### config.mk
export PLATFORM = sky130hd
export DESIGN_NAME = rgb_to_hsv_convert_core
export DESIGN_NICKNAME = d
export VERILOG_FILES = /design/src/hw/rtl/rgbhsv_pkg.sv /design/src/hw/rtl/rgbhsv_front.sv /design/src/hw/rtl/rgbhsv_div_stage.sv /design/src/hw/rtl/rgb_to_hsv_convert_core.sv
export SDC_FILE = /design/constraint.sdc
export NUM_CORES = 2
export LEC_CHECK = 0
export ABC_AREA = 1
export BUFFER_PORTS_ARGS = -buffer_cell sky130_fd_sc_hd__buf_4
export CAP_MARGIN = 25
export CORE_MARGIN = 3
export CORE_UTILIZATION = 40
export DETAILED_ROUTE_END_ITERATION = 10
export GPL_ROUTABILITY_DRIVEN = 0
export HOLD_SLACK_MARGIN = 0.15
export REMOVE_ABC_BUFFERS = 1
export SLEW_MARGIN = 20
export SYNTH_ARGS = -nofsm -noshare
export SYNTH_HDL_FRONTEND = slang
export SYNTH_HIERARCHICAL = 1
export SYNTH_SLANG_ARGS = --single-unit
### constraint.sdc
create_clock -name clk -period 128.8 [get_ports clk]
set_input_delay 19.32 -clock clk [delete_from_list [all_inputs] [get_ports clk]]
set_output_delay 19.32 -clock clk [all_outputs]
set_load 0.005 [all_outputs]
### src/hw/rtl/rgbhsv_pkg.sv
// Shared types and constants for the RGB to HSV pixel converter.
// No dependencies; imported by every module of the block.
package rgbhsv_pkg;

  // Field widths
  localparam int CHANNEL_BITS  = 8;
  localparam int FRACTION_BITS = 16;
  // Hue divisor is six times the spread: three extra bits
  localparam int HUE_DEN_BITS  = CHANNEL_BITS + 3;
  // One quotient bit is resolved per divider stage
  localparam int DIV_STAGES    = FRACTION_BITS;

  typedef logic [CHANNEL_BITS-1:0]  chan_t;
  typedef logic [FRACTION_BITS-1:0] frac_t;
  typedef logic [HUE_DEN_BITS-1:0]  hue_den_t;

  // Input request payload
  typedef struct packed {
    chan_t red;
    chan_t green;
    chan_t blue;
  } pixel_t;

  // Result request payload
  typedef struct packed {
    frac_t hue_fraction;
    frac_t saturation_fraction;
    chan_t brightness;
  } hsv_t;

  // Word carried through the divider stages: two restoring divisions side by side
  typedef struct packed {
    hue_den_t hue_rem;
    hue_den_t hue_den;
    frac_t    hue_quo;
    chan_t    sat_rem;
    chan_t    sat_den;
    frac_t    sat_quo;
    logic     sat_full;
    chan_t    brightness;
  } div_word_t;

endpackage

### src/hw/rtl/rgbhsv_front.sv
// Front end of the converter: max/min search, then hue numerator and divisor setup.
// Two register stages; depends on rgbhsv_pkg.
module rgbhsv_front
  import rgbhsv_pkg::*;
(
  input  logic      clk,
  input  logic      rst_n,
  input  logic      adv,
  input  logic      in_valid,
  input  pixel_t    in_pixel,
  output logic      out_valid,
  output div_word_t out_word
);

  // Stage A: largest and smallest channel
  logic   valid_a_r;
  pixel_t pix_a_r;
  chan_t  mx_a_r, mn_a_r;
  chan_t  mx_a_nxt, mn_a_nxt;

  always_comb begin
    mx_a_nxt = in_pixel.red;
    mn_a_nxt = in_pixel.red;
    if (in_pixel.green > mx_a_nxt) mx_a_nxt = in_pixel.green;
    if (in_pixel.blue  > mx_a_nxt) mx_a_nxt = in_pixel.blue;
    if (in_pixel.green < mn_a_nxt) mn_a_nxt = in_pixel.green;
    if (in_pixel.blue  < mn_a_nxt) mn_a_nxt = in_pixel.blue;
  end

  always_ff @(posedge clk) begin
    if (!rst_n) begin
      valid_a_r <= 1'b0;
    end else if (adv) begin
      valid_a_r <= in_valid;
    end
  end

  always_ff @(posedge clk) begin
    if (adv) begin
      pix_a_r <= in_pixel;
      mx_a_r  <= mx_a_nxt;
      mn_a_r  <= mn_a_nxt;
    end
  end

  // Stage B: spread, sector numerator, special cases
  logic      valid_b_r;
  div_word_t word_b_r;
  div_word_t word_b_nxt;
  chan_t     spread;
  hue_den_t  spread_x, span, num;
  hue_den_t  diff_r, diff_g, diff_b;
  logic      flat, hue_ok;

  always_comb begin
    spread   = mx_a_r - mn_a_r;
    spread_x = HUE_DEN_BITS'(spread);
    span     = (spread_x << 2) + (spread_x << 1);
    diff_r   = HUE_DEN_BITS'(mx_a_r - pix_a_r.red);
    diff_g   = HUE_DEN_BITS'(mx_a_r - pix_a_r.green);
    diff_b   = HUE_DEN_BITS'(mx_a_r - pix_a_r.blue);
    // black or grey pixel
    flat     = (mx_a_r == mn_a_r);

    // six-sector numerator; ties on the maximum favor red, then green
    if (pix_a_r.red == mx_a_r) begin
      if (pix_a_r.green == mn_a_r) num = (spread_x << 2) + spread_x + diff_b;
      else                         num = spread_x - diff_g;
    end else if (pix_a_r.green == mx_a_r) begin
      if (pix_a_r.blue == mn_a_r)  num = spread_x + diff_r;
      else                         num = (spread_x << 1) + spread_x - diff_b;
    end else begin
      if (pix_a_r.red == mn_a_r)   num = (spread_x << 1) + spread_x + diff_g;
      else                         num = (spread_x << 2) + spread_x - diff_r;
    end

    // hue wraps to zero at a full turn or at zero
    hue_ok = !flat && (num != '0) && (num < span);

    word_b_nxt.hue_rem    = hue_ok ? num  : '0;
    word_b_nxt.hue_den    = hue_ok ? span : HUE_DEN_BITS'(1);
    word_b_nxt.hue_quo    = '0;
    word_b_nxt.sat_full   = !flat && (mn_a_r == '0);
    // flat pixels and full saturation (forced at the end) run a zero division
    if (flat || (mn_a_r == '0)) begin
      word_b_nxt.sat_rem  = '0;
      word_b_nxt.sat_den  = CHANNEL_BITS'(1);
    end else begin
      word_b_nxt.sat_rem  = spread;
      word_b_nxt.sat_den  = mx_a_r;
    end
    word_b_nxt.sat_quo    = '0;
    word_b_nxt.brightness = mx_a_r;
  end

  always_ff @(posedge clk) begin
    if (!rst_n) begin
      valid_b_r <= 1'b0;
    end else if (adv) begin
      valid_b_r <= valid_a_r;
    end
  end

  always_ff @(posedge clk) begin
    if (adv) begin
      word_b_r <= word_b_nxt;
    end
  end

  assign out_valid = valid_b_r;
  assign out_word  = word_b_r;

endmodule

### src/hw/rtl/rgbhsv_div_stage.sv
// One restoring-division stage: resolves one quotient bit of hue and of saturation.
// Depends on rgbhsv_pkg for the stage word layout.
module rgbhsv_div_stage
  import rgbhsv_pkg::*;
(
  input  logic      clk,
  input  logic      rst_n,
  input  logic      adv,
  input  logic      in_valid,
  input  div_word_t in_word,
  output logic      out_valid,
  output div_word_t out_word
);

  logic                    valid_r;
  div_word_t               word_r;
  div_word_t               word_nxt;
  logic [HUE_DEN_BITS:0]   hue_two;
  logic [CHANNEL_BITS:0]   sat_two;
  logic                    hue_bit, sat_bit;

  // Shift remainder, compare against divisor, subtract when it fits
  always_comb begin
    word_nxt = in_word;

    hue_two = {in_word.hue_rem, 1'b0};
    hue_bit = (hue_two >= {1'b0, in_word.hue_den});
    word_nxt.hue_rem = hue_bit ? HUE_DEN_BITS'(hue_two - {1'b0, in_word.hue_den})
                               : hue_two[HUE_DEN_BITS-1:0];
    word_nxt.hue_quo = {in_word.hue_quo[FRACTION_BITS-2:0], hue_bit};

    sat_two = {in_word.sat_rem, 1'b0};
    sat_bit = (sat_two >= {1'b0, in_word.sat_den});
    word_nxt.sat_rem = sat_bit ? CHANNEL_BITS'(sat_two - {1'b0, in_word.sat_den})
                               : sat_two[CHANNEL_BITS-1:0];
    word_nxt.sat_quo = {in_word.sat_quo[FRACTION_BITS-2:0], sat_bit};
  end

  always_ff @(posedge clk) begin
    if (!rst_n) begin
      valid_r <= 1'b0;
    end else if (adv) begin
      valid_r <= in_valid;
    end
  end

  always_ff @(posedge clk) begin
    if (adv) begin
      word_r <= word_nxt;
    end
  end

  assign out_valid = valid_r;
  assign out_word  = word_r;

endmodule

### src/hw/rtl/rgb_to_hsv_convert_core.sv
// Top level of the RGB to HSV pixel converter.
// Depends on rgbhsv_pkg, rgbhsv_front and rgbhsv_div_stage.
//
// Usage:
//   Input channel in_valid/in_ready/in_data carries one pixel per request
//   (red, green, blue). Output channel out_valid/out_ready/out_data carries
//   hue_fraction, saturation_fraction and brightness per request.
//   The block has no configuration and no state between pixels.
// Pipeline: two front stages (max/min, numerator setup) and one stage per
//   quotient bit of the two restoring dividers that run side by side.
// Throughput: one pixel per cycle unless a stalled result holds the pipeline;
//   the one-bit-per-stage divider takes a new request every clock otherwise.
// Reset: rst_n low (synchronous) clears every stage valid bit; the pipeline
//   comes up empty and in_ready is high.
// Stall: when out_ready is low with a result waiting, the whole pipeline
//   holds, bubbles included, and in_ready drops; with out_ready low and
//   the last stage empty the pipeline still advances and in_ready is high.
module rgb_to_hsv_convert_core
  import rgbhsv_pkg::*;
(
  input  logic   clk,
  input  logic   rst_n,
  input  logic   in_valid,
  output logic   in_ready,
  input  pixel_t in_data,
  output logic   out_valid,
  input  logic   out_ready,
  output hsv_t   out_data
);

  logic      adv;
  logic      stage_valid [0:DIV_STAGES];
  div_word_t stage_word  [0:DIV_STAGES];

  // Global advance: move unless a finished result is held back
  assign adv      = out_ready || !stage_valid[DIV_STAGES];
  assign in_ready = adv;

  rgbhsv_front u_front (
    .clk       (clk),
    .rst_n     (rst_n),
    .adv       (adv),
    .in_valid  (in_valid),
    .in_pixel  (in_data),
    .out_valid (stage_valid[0]),
    .out_word  (stage_word[0])
  );

  // Divider chain, one quotient bit per stage
  for (genvar i = 0; i < DIV_STAGES; i++) begin : g_div
    rgbhsv_div_stage u_stage (
      .clk       (clk),
      .rst_n     (rst_n),
      .adv       (adv),
      .in_valid  (stage_valid[i]),
      .in_word   (stage_word[i]),
      .out_valid (stage_valid[i+1]),
      .out_word  (stage_word[i+1])
    );
  end

  // Result from the last stage; full saturation clamps to all ones
  assign out_valid                    = stage_valid[DIV_STAGES];
  assign out_data.hue_fraction        = stage_word[DIV_STAGES].hue_quo;
  assign out_data.saturation_fraction = stage_word[DIV_STAGES].sat_full ? '1
                                        : stage_word[DIV_STAGES].sat_quo;
  assign out_data.brightness          = stage_word[DIV_STAGES].brightness;

endmodule

==> flow_summary.toml <==
[die]
io_pins = 70
die_x_um = 400
initial_utilization_pct = 40.6
core_area_um2 = 153000
die_h_um = 400
row_count = 143
dieArea_um2 = 160000

[min_path]
hold_path.class = "register to register"
hold_path_end = "g_div[7].u_stage/out_word[3]$_DFFE_PP_"
min_from = "g_div[6].u_stage/out_word[3]$_DFFE_PP_"
whs_path_depth = 0

[sta]
final-max-slew-violation-count = 0
rsz0062_at_grt = "false"
setup_viol = 0
skew_ns = 0.0729
worstMarginPinSlew_ns = 1.02
fin_crit_ns = 39.26
hold_viol_final = 0
period_share_pct = 30.5
max_slew_margin_pct = 32.2
fin_tns_setup_ns = 0
max_clock_freq_ghz = 0.0255

[detailed_routing]
dr.pass1.iters = 7
final_antenna_net_count = 0
drtIter0Drc = 2570
drc = 0
viasPerCell = 4.83
vias = 42100
wire_per_inst_um = 14.0
routed_wirelength_mm = 122

[global_routing]
grt_max_degree = 206
grtUsageTotal_pct = 15.4
antenna_found_initial = 1
grt_pass1_wl_mm = 205
grt_pass1_vias = 41900
globalRouteOverflowTotal = 0

[final_layout]
nets = 7071
syn_to_final_growth_pct = 10.5
drive_gt1_share_pct = 9.78
final_cells = 8709
fin_area_um2 = 68600
antennaDiodeCount = 0

[place]
dpl.cell_count = 8483
port-buffer-count = 69
place_area_um2 = 64700
hpwl_mm = 90.1

[worst_setup_path]
critical-path-top-delay-family = "buffers and inverters"
crit_top_cell = "buf_4"
r2r_cells = 37
arrival_ns = 19.94
crit_chain = "buf_4 -> inv_1 -> nand2_4 -> buf_4"
worstReg2RegStart = "u_front/mx_a_r[0]$_DFFE_PP_"
crit_required_ns = 109.48
r2r_setup_slack_ns = 122.16
crit_slowest_cell = "buf_4"
crit_type = "input port to primary output"
start_kind = "input port"
path_buf_inv = 3
end_kind = "primary output"
worstPathMaxFanout = 2
timing.rr.end = "u_front/out_word[57]$_SDFFCE_PN1P_"
cpPeakStageDelay_ns = 0.22

[clocking]
clk_latency_ns = 0.76
h-tree-depth = 3
post_cts_buffers = 0
cts_tree = "built"
cts_inserted_buffers = 120
ctsResizeCount = 0
cts_hold_buf = 0
path_clk_slew_ns = 0.06
cts_buffer_depth = 3
cts-root-buf = "clkbuf_16"
cts.sinks = 1091

[logic_synthesis]
synth_cells = 6430
avgSynthCellArea_um2 = 9.66
ys_warn_count = 6
synth_area_um2 = 62100

[flow_run]
drv_cap = 0

[outcome]
status = "complete, no violations"
[area by class of cell]
class	count	area [um^2]
fillers	14500	84500
flip-flops and latches	1091	32600
inverters	1061	3980
clock inverters	83	813
clock buffers	141	3080
repair buffers	88	711
multi-input cells	4215	24900
well taps	2030	2540
[layout by cell type (no fill, tap or decap), drive strengths merged, types with 4 or more instances in the layout]
cell type and n:
nand3 674, xnor2 22, a21oi 248, fa 42, nand2 1944, clkinv 64
clkbuf 141, a211oi 4, o21ai 110, inv 1067, nor2 376, nand3b 51
o211ai 6, dfxtp 18, buf 88, nor4 6, nand4 97, bufinv 8
or2 54, ha 424, clkinvlp 5, nor3 10, xor2 128, edfxtp 1073
[sequential cells by signal (all words and copies together), names as in the netlist]
| register | flops |
|---|---|
| u_front/out_word | 47 |
| u_front/mx_a_r | 8 |
| g_div.u_stage/out_valid | 16 |
| u_front/mn_a_r | 8 |
| u_front/out_valid | 1 |
| u_front/valid_a_r | 1 |
| g_div.u_stage/out_word | 986 |
| u_front/pix_a_r | 24 |
[worst max path at each step]
stage,startpoint,endpoint,slack (ns),cells after the start
after CTS,out_ready,in_ready,89.50,4
final,out_ready,in_ready,89.54,4
after floorplan,out_ready,in_ready,67.12,2
after detailed placement,out_ready,in_ready,89.50,4
after global routing,out_ready,in_ready,89.49,4
after global placement,out_ready,in_ready,89.49,4
[layer usage]
layer  track usage, %  routed length, um
met1             19.7              54500
met2             27.0              59700
met3             2.12               4620
met4             4.77               3300
met5                0                  0
[stage by stage]
step                      util, %  hold slack [ns]  setup WS (ns)
after CTS                    44.8            0.334          89.50
after global placement       42.2            0.400          89.49
after global routing         44.8            0.349          89.49
after detailed placement     42.2            0.405          89.50
after floorplan                 -            0.400          67.12
final                        44.8            0.342          89.54
Power is not shown: default switching activity piles up to over one toggle a cycle in this logic, so the estimate is an artifact.
